`src/sv/crt_pkg.sv`:
```
// Shared types and constants for the congruence sieve solver.
// Used by crt_rem_serial and crt_sieve_solver_unit; depends on nothing.
`timescale 1ns / 1ps

package crt_pkg;

  // The offset field has a fixed width.
  localparam int unsigned OFF_WIDTH = 16;

  // Status codes reported with every result.
  localparam logic [1:0] ST_OK    = 2'd0;
  localparam logic [1:0] ST_NOSOL = 2'd1;
  localparam logic [1:0] ST_OVF   = 2'd2;

  // Controller states.
  typedef enum logic [2:0] {
    S_IDLE,
    S_REM,
    S_LOAD,
    S_SEARCH,
    S_MUL,
    S_DONE
  } crt_state_e;

  // Control of the bit-serial remainder cells.
  typedef struct packed {
    logic clr;
    logic shift;
  } rem_ctl_t;

endpackage

```
`src/sv/crt_rem_serial.sv`:
```
// Bit-serial restoring remainder cell: one dividend bit per cycle while shift is set, MSB first.
// Depends on crt_pkg for the control struct.
`timescale 1ns / 1ps

module crt_rem_serial #(
  parameter int unsigned MOD_WIDTH = 16
) (
  input  logic                  clk_i,
  input  crt_pkg::rem_ctl_t     ctl_i,
  input  logic                  bit_i,
  input  logic [MOD_WIDTH-1:0]  modulus_i,
  output logic [MOD_WIDTH-1:0]  rem_o
);

  logic [MOD_WIDTH-1:0] rem_q;
  logic [MOD_WIDTH-1:0] rem_d;
  logic [MOD_WIDTH:0]   trial;
  logic [MOD_WIDTH:0]   mod_ext;

  // Shift the next bit in and subtract the modulus once if it fits.
  assign trial   = {rem_q, bit_i};
  assign mod_ext = {1'b0, modulus_i};

  always_comb begin
    if (trial >= mod_ext) begin
      rem_d = MOD_WIDTH'(trial - mod_ext);
    end else begin
      rem_d = trial[MOD_WIDTH-1:0];
    end
  end

  // The partial remainder is cleared before each pass.
  always_ff @(posedge clk_i) begin
    if (ctl_i.clr) begin
      rem_q <= '0;
    end else if (ctl_i.shift) begin
      rem_q <= rem_d;
    end
  end

  assign rem_o = rem_q;

endmodule

```
`src/sv/crt_sieve_solver_unit.sv`:
```
// Flow: a start item, a zero modulus or a held error goes from idle straight to
// the done state; a sieve step runs the remainder pass, the load state, the try
// loop over at most 2^MOD_WIDTH - 1 candidates and, on a match, the product
// pass; a search that fails skips the product pass and goes to the done state.
// Throughput: one item at a time; the next item is taken once the result is loaded.
// The try loop (one add and one residue update per cycle) bounds the rate.
// Reset: solution 0, step 1, status ok, no result pending.
`timescale 1ns / 1ps

module crt_sieve_solver_unit #(
  parameter int unsigned NUM_WIDTH = 63,
  parameter int unsigned MOD_WIDTH = 16
) (
  input  logic                          clk_i,
  input  logic                          rst_ni,
  input  logic                          in_valid_i,
  output logic                          in_ready_o,
  input  logic [MOD_WIDTH-1:0]          modulus_i,
  input  logic [crt_pkg::OFF_WIDTH-1:0] offset_i,
  input  logic                          start_system_i,
  output logic                          out_valid_o,
  input  logic                          out_ready_i,
  output logic [NUM_WIDTH-1:0]          solution_o,
  output logic [NUM_WIDTH-1:0]          combined_step_o,
  output logic [1:0]                    status_o
);

  localparam int unsigned ACC_W   = NUM_WIDTH + MOD_WIDTH;
  localparam int unsigned CNT_MAX = (NUM_WIDTH > MOD_WIDTH) ? NUM_WIDTH : MOD_WIDTH;
  localparam int unsigned BC_W    = $clog2(CNT_MAX);

  crt_pkg::crt_state_e state_q, state_d;

  // Architectural state.
  logic [NUM_WIDTH-1:0] cur_sol_q;
  logic [NUM_WIDTH-1:0] cur_step_q;
  logic [1:0]           err_q;
  logic                 out_valid_q;

  // Working registers.
  logic [MOD_WIDTH-1:0] mod_q;
  logic [NUM_WIDTH-1:0] sol_q;
  logic [NUM_WIDTH-1:0] step_sh_q;
  logic [NUM_WIDTH-1:0] off_sh_q;
  logic [BC_W-1:0]      bit_cnt_q;
  logic [MOD_WIDTH-1:0] r_q;
  logic [MOD_WIDTH-1:0] s_q;
  logic [MOD_WIDTH-1:0] tgt_q;
  logic [MOD_WIDTH-1:0] try_cnt_q;
  logic [ACC_W-1:0]     acc_q;
  logic [ACC_W-1:0]     acc_d;

  // Output beat registers.
  logic [NUM_WIDTH-1:0] sol_out_q;
  logic [NUM_WIDTH-1:0] step_out_q;
  logic [1:0]           stat_out_q;

  crt_pkg::rem_ctl_t    rem_ctl;
  logic [MOD_WIDTH-1:0] sol_rem;
  logic [MOD_WIDTH-1:0] step_rem;
  logic [MOD_WIDTH-1:0] off_rem;
  logic [MOD_WIDTH-1:0] target;
  logic [NUM_WIDTH:0]   sum;
  logic                 carry;
  logic [MOD_WIDTH:0]   r_sum;
  logic [MOD_WIDTH-1:0] r_next;
  logic                 hit;
  logic                 try_last;
  logic                 rem_last;
  logic                 mul_last;
  logic                 acc_ovf;
  logic                 in_fire;
  logic                 commit_out;
  logic                 direct;

  // Remainders of solution, step and offset, taken in one pass.
  crt_rem_serial #(.MOD_WIDTH(MOD_WIDTH)) u_rem_sol (
    .clk_i     (clk_i),
    .ctl_i     (rem_ctl),
    .bit_i     (sol_q[NUM_WIDTH-1]),
    .modulus_i (mod_q),
    .rem_o     (sol_rem)
  );

  crt_rem_serial #(.MOD_WIDTH(MOD_WIDTH)) u_rem_step (
    .clk_i     (clk_i),
    .ctl_i     (rem_ctl),
    .bit_i     (step_sh_q[NUM_WIDTH-1]),
    .modulus_i (mod_q),
    .rem_o     (step_rem)
  );

  crt_rem_serial #(.MOD_WIDTH(MOD_WIDTH)) u_rem_off (
    .clk_i     (clk_i),
    .ctl_i     (rem_ctl),
    .bit_i     (off_sh_q[NUM_WIDTH-1]),
    .modulus_i (mod_q),
    .rem_o     (off_rem)
  );

  // Target residue; a zero remainder of the offset maps to zero.
  assign target = (off_rem == '0) ? '0 : MOD_WIDTH'(mod_q - off_rem);

  // One sieve try: next candidate and its residue.
  assign sum    = {1'b0, sol_q} + {1'b0, cur_step_q};
  assign carry  = sum[NUM_WIDTH];
  assign r_sum  = {1'b0, r_q} + {1'b0, s_q};
  assign r_next = (r_sum >= {1'b0, mod_q}) ? MOD_WIDTH'(r_sum - {1'b0, mod_q})
                                           : r_sum[MOD_WIDTH-1:0];
  assign hit      = (r_q == tgt_q);
  assign try_last = (try_cnt_q == MOD_WIDTH'(mod_q - MOD_WIDTH'(1)));

  // Step product, modulus bits taken MSB first.
  assign acc_d   = {acc_q[ACC_W-2:0], 1'b0}
                 + (mod_q[MOD_WIDTH-1] ? ACC_W'(cur_step_q) : '0);
  assign acc_ovf = (acc_d[ACC_W-1:NUM_WIDTH] != '0);

  assign rem_last = (bit_cnt_q == BC_W'(NUM_WIDTH - 1));
  assign mul_last = (bit_cnt_q == BC_W'(MOD_WIDTH - 1));

  // Items that need no sieve pass.
  assign direct = start_system_i || (err_q != crt_pkg::ST_OK) || (modulus_i == '0);

  // Next state.
  always_comb begin
    state_d = state_q;
    unique case (state_q)
      crt_pkg::S_IDLE: begin
        if (in_valid_i) begin
          state_d = direct ? crt_pkg::S_DONE : crt_pkg::S_REM;
        end
      end
      crt_pkg::S_REM: begin
        if (rem_last) begin
          state_d = crt_pkg::S_LOAD;
        end
      end
      crt_pkg::S_LOAD: begin
        state_d = crt_pkg::S_SEARCH;
      end
      crt_pkg::S_SEARCH: begin
        if (hit) begin
          state_d = crt_pkg::S_MUL;
        end else if (try_last || carry) begin
          state_d = crt_pkg::S_DONE;
        end
      end
      crt_pkg::S_MUL: begin
        if (mul_last) begin
          state_d = crt_pkg::S_DONE;
        end
      end
      crt_pkg::S_DONE: begin
        if (!out_valid_q || out_ready_i) begin
          state_d = crt_pkg::S_IDLE;
        end
      end
      default: begin
        state_d = crt_pkg::S_IDLE;
      end
    endcase
  end

  // Controller outputs.
  always_comb begin
    in_ready_o    = (state_q == crt_pkg::S_IDLE);
    in_fire       = in_ready_o && in_valid_i;
    rem_ctl.clr   = (state_q == crt_pkg::S_IDLE);
    rem_ctl.shift = (state_q == crt_pkg::S_REM);
    commit_out    = (state_q == crt_pkg::S_DONE) && (!out_valid_q || out_ready_i);
  end

  // Controller state, architectural state and the output valid flag.
  always_ff @(posedge clk_i or negedge rst_ni) begin
    if (!rst_ni) begin
      state_q     <= crt_pkg::S_IDLE;
      cur_sol_q   <= '0;
      cur_step_q  <= NUM_WIDTH'(1);
      err_q       <= crt_pkg::ST_OK;
      out_valid_q <= 1'b0;
    end else begin
      state_q <= state_d;

      if (commit_out) begin
        out_valid_q <= 1'b1;
      end else if (out_ready_i) begin
        out_valid_q <= 1'b0;
      end

      unique case (state_q)
        crt_pkg::S_IDLE: begin
          if (in_fire) begin
            if (start_system_i) begin
              if (modulus_i == '0) begin
                cur_sol_q  <= '0;
                cur_step_q <= NUM_WIDTH'(1);
                err_q      <= crt_pkg::ST_NOSOL;
              end else begin
                cur_sol_q  <= NUM_WIDTH'(modulus_i);
                cur_step_q <= NUM_WIDTH'(modulus_i);
                err_q      <= crt_pkg::ST_OK;
              end
            end else if ((err_q == crt_pkg::ST_OK) && (modulus_i == '0)) begin
              err_q <= crt_pkg::ST_NOSOL;
            end
          end
        end
        crt_pkg::S_SEARCH: begin
          if (!hit) begin
            if (try_last) begin
              err_q <= crt_pkg::ST_NOSOL;
            end else if (carry) begin
              err_q <= crt_pkg::ST_OVF;
            end
          end
        end
        crt_pkg::S_MUL: begin
          if (mul_last) begin
            if (acc_ovf) begin
              err_q <= crt_pkg::ST_OVF;
            end else begin
              cur_sol_q  <= sol_q;
              cur_step_q <= acc_d[NUM_WIDTH-1:0];
            end
          end
        end
        default: begin
        end
      endcase
    end
  end

  // Datapath: shift registers, sieve registers, product accumulator, output beat.
  always_ff @(posedge clk_i) begin
    unique case (state_q)
      crt_pkg::S_IDLE: begin
        mod_q     <= modulus_i;
        sol_q     <= cur_sol_q;
        step_sh_q <= cur_step_q;
        off_sh_q  <= NUM_WIDTH'(offset_i);
        bit_cnt_q <= '0;
      end
      crt_pkg::S_REM: begin
        sol_q     <= {sol_q[NUM_WIDTH-2:0], 1'b0};
        step_sh_q <= {step_sh_q[NUM_WIDTH-2:0], 1'b0};
        off_sh_q  <= {off_sh_q[NUM_WIDTH-2:0], 1'b0};
        bit_cnt_q <= BC_W'(bit_cnt_q + BC_W'(1));
      end
      crt_pkg::S_LOAD: begin
        sol_q     <= cur_sol_q;
        r_q       <= sol_rem;
        s_q       <= step_rem;
        tgt_q     <= target;
        try_cnt_q <= '0;
      end
      crt_pkg::S_SEARCH: begin
        if (hit) begin
          acc_q     <= '0;
          bit_cnt_q <= '0;
        end else begin
          sol_q     <= sum[NUM_WIDTH-1:0];
          r_q       <= r_next;
          try_cnt_q <= MOD_WIDTH'(try_cnt_q + MOD_WIDTH'(1));
        end
      end
      crt_pkg::S_MUL: begin
        acc_q     <= acc_d;
        mod_q     <= {mod_q[MOD_WIDTH-2:0], 1'b0};
        bit_cnt_q <= BC_W'(bit_cnt_q + BC_W'(1));
      end
      crt_pkg::S_DONE: begin
        if (commit_out) begin
          sol_out_q  <= cur_sol_q;
          step_out_q <= cur_step_q;
          stat_out_q <= err_q;
        end
      end
      default: begin
      end
    endcase
  end

  assign out_valid_o     = out_valid_q;
  assign solution_o      = sol_out_q;
  assign combined_step_o = step_out_q;
  assign status_o        = stat_out_q;

`ifndef SYNTH
  // An accepted item always leaves the idle state on the next cycle.
  a_fire_leaves_idle: assert property (@(posedge clk_i) disable iff (!rst_ni)
    in_valid_i && in_ready_o |=> state_q != crt_pkg::S_IDLE)
    else $error("accepted item did not start work");

  // The try counter never passes the modulus during the search.
  a_try_bound: assert property (@(posedge clk_i) disable iff (!rst_ni)
    state_q == crt_pkg::S_SEARCH |-> try_cnt_q < mod_q)
    else $error("sieve try count exceeds modulus");

  // Residues stay reduced below the modulus.
  a_residue_range: assert property (@(posedge clk_i) disable iff (!rst_ni)
    state_q == crt_pkg::S_SEARCH |-> (r_q < mod_q) && (s_q < mod_q) && (tgt_q < mod_q))
    else $error("residue not reduced");

  // The combined step is never zero.
  a_step_nonzero: assert property (@(posedge clk_i) disable iff (!rst_ni)
    cur_step_q != '0)
    else $error("combined step is zero");

  // A result beat is loaded only when the output register is free or drained.
  a_no_overwrite: assert property (@(posedge clk_i) disable iff (!rst_ni)
    state_q == crt_pkg::S_DONE && out_valid_q && !out_ready_i |=> state_q == crt_pkg::S_DONE)
    else $error("result overwritten while pending");
`endif

endmodule
```
`config.mk`:
```
export PLATFORM = sky130hd
export DESIGN_NAME = crt_sieve_solver_unit
export DESIGN_NICKNAME = d
export VERILOG_FILES = /design/src/sv/crt_pkg.sv /design/src/sv/crt_rem_serial.sv /design/src/sv/crt_sieve_solver_unit.sv
export SDC_FILE = /design/constraint.sdc
export NUM_CORES = 1
export LEC_CHECK = 0
export BUFFER_PORTS_ARGS = -buffer_cell sky130_fd_sc_hd__buf_2
export CORE_MARGIN = 1.5
export CORE_UTILIZATION = 31
export DETAILED_ROUTE_END_ITERATION = 8
export GPL_TIMING_DRIVEN = 0
export SYNTH_ARGS = -nofsm -noshare
export SYNTH_HDL_FRONTEND = slang
export SYNTH_SLANG_ARGS = --single-unit
```
`constraint.sdc`:
```
create_clock -name clk_i -period 16 [get_ports clk_i]
set_input_delay 0 -clock clk_i [delete_from_list [all_inputs] [get_ports clk_i]]
set_output_delay 0 -clock clk_i [all_outputs]
set_load 0.1 [all_outputs]
```
==> results.json, run 1 <==
{
  "grt_remaining_overflow": 0,
  "yosys_warnings": 0,
  "cts_buffers": 77,
  "via_count": 31400,
  "fin_crit_sh": 0.485,
  "use_met1": 0.293,
  "final_cell_mix": "nand2_1, edfxtp_1, nor2_1, a21oi_1, o21ai_0",
  "use_met2": 0.316,
  "seq_area_um2": 18700,
  "ant_nets": 0,
  "ys_seq_area_frac": 0.486,
  "relSlewSlack": 0.0119,
  "synth_top_area_cell": "edfxtp_1",
  "cp_max_fo": 10,
  "p_sw_mw": 4.17,
  "synthArstFlopShare": 0.200,
  "clock-sinks": 661,
  "synth-seq-cells": 661,
  "drtPass1Iterations": 6,
  "drt-total-wl_um": 131000,
  "power.share.combinational": 0.486,
  "outcome": "finished, violations left",
  "fin_skew_ps": 37.5,
  "cp.required_ps": 16580,
  "htreeDepth": 3,
  "seq_power_share": 0.327,
  "track_usage": 0.204,
  "cts_tree": "yes",
  "synthTopCellsByArea": "edfxtp_1, dfrtp_1, ha_1",
  "crit_path_start_kind": "flip-flop",
  "ys.flop_type": "edfxtp_1",
  "worst-slew-pin-transition_ps": 1480,
  "portBuffers": 166,
  "setup_viol": 0,
  "hold_buffers": 38,
  "fillers": 12500,
  "min_period_ps": 7760,
  "final_util": 0.361,
  "postCtsSetupRepairBufs": 0,
  "ios": 167,
  "final_common_cell": "nand2_1",
  "power_density_nw_per_um2": 206,
  "leakage_nw": 18.2,
  "synth.distinct_cells": 84,
  "cap_violations": 1,
  "final_nets": 4360,
  "multi_input_area_um2": 18600,
  "drive_above_1_share": 0.0893,
  "synth_cells": 3797,
  "grt_pass1_vias": 29900,
  "rows": 129,
  "synthesis.nets": 4066,
  "cts_buffer_depth": 3,
  "cp-end-kind": "flip-flop",
  "start_util": 0.312,
  "avgSynthCellArea_um2": 10.1,
  "grt_util_met3": 0.0290,
  "worstSetupPathType": "reg -> reg",
  "tns_ps": 0,
  "drv_slew": 0,
  "yosys.area.top_type_share": 0.376,
  "place_hpwl_um": 98800,
  "post_cts_resized": 0,
  "post_drt_wl_per_cell_um": 22.6,
  "antenna_found_initial": 7,
  "fp.dieH_um": 355,
  "rsz0062_at_grt": "false",
  "core_area_um2": 123000,
  "grt_pass1_wl_um": 194000,
  "drt_first_iter_violations": 2959,
  "clkPwrFrac": 0.188,
  "top_usage_layer": "met2",
  "vias_per_cell": 5.42,
  "ir_drop_uv": 145,
  "power.internal_mw": 5.01,
  "min_path_type": "in -> reg",
  "p_sw_frac": 0.454,
  "worstSkewPairLatency_ps": 670,
  "die_w_um": 355,
  "violations": "max-capacitance violations",
  "place.gp.congestion": 0.945,
  "synth_edf_count": 481,
  "fmax_ghz": 0.129,
  "dieArea_um2": 126000,
  "drc": 0,
  "hold_viol": 0,
  "syn2layout_area_growth_pct": 15.7,
  "synth.cell_area_um2": 38500,
  "path_clk_slew_ps": 60,
  "crit_arrival_ps": 8340,
  "grt_max_degree": 73,
  "cts_root_buffer": "clkbuf_16"
}
==> metrics by stage <==
step / hold WS, ps / setup WS (ps) / instance area, um^2 / std cells / total power [mW]
6_report: 160 / 8240 / 44500 / 5794 / 9.18
2_1_floorplan: -296 / 8660 / 38500 / 3797 / 6.08
3_3_place_gp: 277 / 3530 / 41300 / 5600 / 7.41
5_1_grt: 162 / 8100 / 44500 / 5793 / 9.72
4_1_cts: 130 / 8400 / 44500 / 5791 / 9.17
3_5_place_dp: 50.0 / 8390 / 41600 / 5610 / 7.41
==> sequential cells by signal, indices dropped and copies added, names as in the netlist, 6 cells and up <==
signal	flops
bit_cnt_q	6
acc_q	78
cur_step_q	63
tgt_q	16
step_sh_q	63
off_sh_q	63
try_cnt_q	16
sol_q	63
u_rem_sol.rem_o	16
mod_q	16
s_q	16
cur_sol_q	63
solution_o	63
u_rem_step.rem_o	16
combined_step_o	63
r_q	16
u_rem_off.rem_o	16
==> critical path, cell delays in order, from the launching register on <==
cell and delay (ps):
edfxtp_1 320, clkbuf_1 750, clkbuf_1 690, inv_1 590, nor2_1 300, ha_1 260, and4_1 250, nand3_1 100
o21ai_0 320, o21ba_2 230, o211ai_1 300, a2111oi_0 800, o21ai_0 220, xor2_1 450, nand3_1 270, or2_2 390
nor4_4 940, buf_6 300, a22o_1 150
==> kinds of logic after synthesis <==
family | Yosys count | share of synthesized area
AO/OA/AOI/OAI | 1005 | 0.169
XOR/XNOR | 244 | 0.0556
adder cells (fa/ha/maj) | 232 | 0.0770
buffers and inverters | 280 | 0.0311
flip-flops | 661 | 0.486
multiplexers | 67 | 0.0177
AND/OR/NAND/NOR | 1308 | 0.163
==> layout make-up <==
cell class                      count  area share
Antenna cell                        2    0.000113
Buffer                            164      0.0172
Clock buffer                      102      0.0470
Clock inverter                     41     0.00748
Inverter                          116     0.00979
Multi-Input combinational cell   2856       0.418
Sequential cell                   661       0.421
Tap cell                         1637      0.0460
Timing Repair Buffer              215      0.0341
==> synth_stat cells, types with 26 or more instances <==
| master | number |
|---|---|
| o21a_1 | 26 |
| a31oi_1 | 37 |
| a21oi_1 | 246 |
| nor2_1 | 262 |
| o21ai_0 | 244 |
| a221o_1 | 26 |
| and2_1 | 161 |
| o22ai_1 | 35 |
| o21bai_1 | 30 |
| nor2b_1 | 39 |
| nand2_1 | 493 |
| nor4_1 | 27 |
| inv_1 | 116 |
| a21o_1 | 75 |
| a22o_1 | 88 |
| xor2_1 | 109 |
| dfxtp_1 | 48 |
| a22oi_1 | 40 |
| xnor2_1 | 135 |
| dfrtp_1 | 131 |
| ha_1 | 224 |
| nor3_1 | 56 |
| nand4_1 | 64 |
| and3_1 | 45 |
| mux2i_1 | 60 |
| edfxtp_1 | 481 |
| clkbuf_1 | 122 |
| nand3_1 | 66 |
==> per-layer routing <==
metal,wire [um],up-vias
met1,60100,15500
met5,13,-
li1,-,14600
met4,3610,2
met2,57900,1180
met3,9310,193
==> power by group through the flow <==
stage,registers (mW),clock network (mW),logic [mW]
floorplan,3.33,0,2.75
global placement,3.12,0,4.30
detailed placement,3.02,0,4.39
CTS,2.99,1.75,4.43
global route,3.04,1.82,4.86
finish,3.00,1.72,4.46
==> path summary, 6_finish.rpt <==
check | from | endpoint | slack, ps | cells after the start
max | mod_q[15] | cur_sol_q[36] | 8240 | 18
min | offset_i[4] | off_sh_q[4] | 160 | 4
max reg2reg | mod_q[15] | cur_sol_q[36] | 8240 | 18
min reg2reg | cur_sol_q[54] | solution_o[54] | 480 | 0
max in group asynchronous | rst_ni | cur_step_q[0] | 15120 | 4
min in group asynchronous | rst_ni | cur_step_q[34] | 490 | 4
Note: power is estimated with default switching activity, not from simulation.
==> run 2, diff against run 1 <==
==> constraint.sdc (replaced) <==
create_clock -name clk_i -period 6.5 [get_ports clk_i]
set_input_delay 0 -clock clk_i [delete_from_list [all_inputs] [get_ports clk_i]]
set_output_delay 0 -clock clk_i [all_outputs]
set_load 0.1 [all_outputs]
==> run 2 against run 1 <==
Compared with the run above: die area is the same; critical endpoint is now cur_step_q[46]; core utilization is 0.091 points higher; the run ends with negative hold slack left; total power increased by 150%; highest routed layer is now met4; clock-buffer cell count fell by 6; clock power rose to 2.6 times the previous value; critical path depth unchanged; sequential power increased by 150%; first-iteration DRC count grew 1.4%.
==> results.json, run 2 (synthesis results as in run 1) <==
{
  "min_path_type": "in -> async",
  "crit_chain": "clkbuf_2 > clkbuf_1 > and2_1 > ha_1 > fa_1 > a211oi_1 > o21ai_0 > nand3_1 > a31oi_1 > nor2_1 > o31a_1 > a21oi_1 > a21oi_1 > xor2_1 > nand4_4 > nor3_2 > buf_2 > mux2i_1",
  "drv_slew": 0,
  "grt_pass1_vias": 29700,
  "min_period_ps": 6170,
  "grt_max_degree": 94,
  "die_w_um": 355,
  "regMostFlops": "acc_q",
  "final_common_cell": "nand2_1",
  "whs_ps": -8.20,
  "drc": 0,
  "r2r_end": "cur_step_q[46]",
  "via_count": 31400,
  "final_util": 0.362,
  "cap_violations": 0,
  "r2r-start": "mod_q[15]",
  "ant_nets": 0,
  "track_usage": 0.203,
  "path_clk_slew_ps": 60,
  "fp.dieH_um": 355,
  "power_density_nw_per_um2": 511,
  "crit_path_start_kind": "flip-flop",
  "max_stage_delay_ps": 560,
  "worstSkewPairLatency_ps": 670,
  "cp-end-kind": "flip-flop",
  "leakage_nw": 18.2,
  "violations": "negative hold slack",
  "tns_ps": 0,
  "drive_above_1_share": 0.0944,
  "cp_max_fo": 10,
  "place_hpwl_um": 97600,
  "drt_first_iter_violations": 3000,
  "power_mw": 22.8,
  "path_common_cell": "a21oi_1",
  "place.gp.congestion": 0.946,
  "final_nets": 4359,
  "grt_remaining_overflow": 0,
  "post_drt_wl_per_cell_um": 22.6,
  "dieArea_um2": 126000,
  "rrSetupSlack_ps": 330,
  "hold_viol": 6,
  "fmax_ghz": 0.162,
  "worst-slew-pin-transition_ps": 1440,
  "setup_viol": 0,
  "top_layer": "met4",
  "core_area_um2": 123000,
  "met2WireLength_um": 58800,
  "htreeDepth": 3,
  "clock-sinks": 661,
  "cts_buffers": 77,
  "ios": 167,
  "met3_wirelength_um": 9490,
  "crit_arrival_ps": 6720,
  "cp_slowest_cell": "edfxtp_1",
  "final_cell_mix": "nand2_1, edfxtp_1, nor2_1, a21oi_1, o21ai_0",
  "fin_crit_sh": 0.949,
  "fin_skew_ps": 33.9,
  "outcome": "finished, violations left",
  "largest_reg_flops": 78,
  "ir_drop_uv": 375,
  "cts_root_buffer": "clkbuf_16",
  "drt-total-wl_um": 131000,
  "cts_tree": "yes",
  "portBuffers": 166,
  "start_util": 0.312,
  "rsz0062_at_grt": "false",
  "worstSetupPathType": "reg -> reg",
  "syn2layout_area_growth_pct": 16.0,
  "vias_per_cell": 5.42,
  "met1Wirelength_um": 59200,
  "relSlewSlack": 0.0385,
  "drtPass1Iterations": 8,
  "grt_pass1_wl_um": 193000,
  "antenna_found_initial": 5,
  "rows": 129,
  "cp.required_ps": 7060,
  "final_area_um2": 44600,
  "place_area_um2": 41600,
  "cts_buffer_depth": 3,
  "worst_r2r_path_depth": 18
}
[run 2: power by group]
group | internal (mW) | total [mW] | switching (mW)
clock network | 2.56 | 4.44 | 1.88
logic | 3.50 | 10.9 | 7.42
registers | 6.41 | 7.41 | 0.998
[run 2: worst max-delay path by stage]
stage               startpoint              to  slack (ps)  cells past startpoint
global placement    state_q[1]       acc_q[46]       -2440                      5
finish               mod_q[15]  cur_step_q[46]         330                     18
CTS                  mod_q[15]   cur_sol_q[15]          10                     18
global route         mod_q[15]  cur_step_q[46]          30                     18
floorplan           state_q[1]        acc_q[0]        1270                      5
detailed placement   mod_q[15]  cur_step_q[56]        -890                     18
[run 2: cell type report]
cell class	count	area, um^2
Antenna cell	2	5.00
Buffer	163	772
Clock buffer	96	2110
Clock inverter	46	437
Fill cell	12500	78700
Inverter	116	439
Multi-Input combinational cell	2856	18600
Sequential cell	661	18700
Tap cell	1637	2050
Timing Repair Buffer	215	1480
[run 2: worst max-delay path: cells and delay by family (launching register included)]
kind,cells,cell delay (ps)
and+or+nand+nor,5,1270
DFF,1,560
xor gates and xnor gates,1,330
muxes,1,260
buffers and inverters,3,1370
AOI/OAI and AO/OA,6,1810
adders and majority gates,2,420
[run 2: metrics by stage]
step	worst slack [ps]	instances	hold WS (ps)
final	334	5792	-8.20
after global routing	30.0	5791	47.6
after CTS	14.3	5788	17.4
after detailed placement	-885	5609	149
after global placement	-2440	5600	273
after floorplan	1270	3797	-296
[run 2: repair_timing]
action / 4_1_cts / 5_1_grt
endpoints found under the setup margin: 127 / 140
hold buffers: 36 / 0
resized for setup: 1 / 9
buffers inserted: 2 / 1
pin swaps: 1 / 0
hold endpoints to repair: 146 / 0
[run 2: per-layer routing]
metal,vias up,global-route usage
met5,-,0
met4,0,0.0512
met3,198,0.0324
met2,1156,0.320
met1,15500,0.288
li1,14600,-
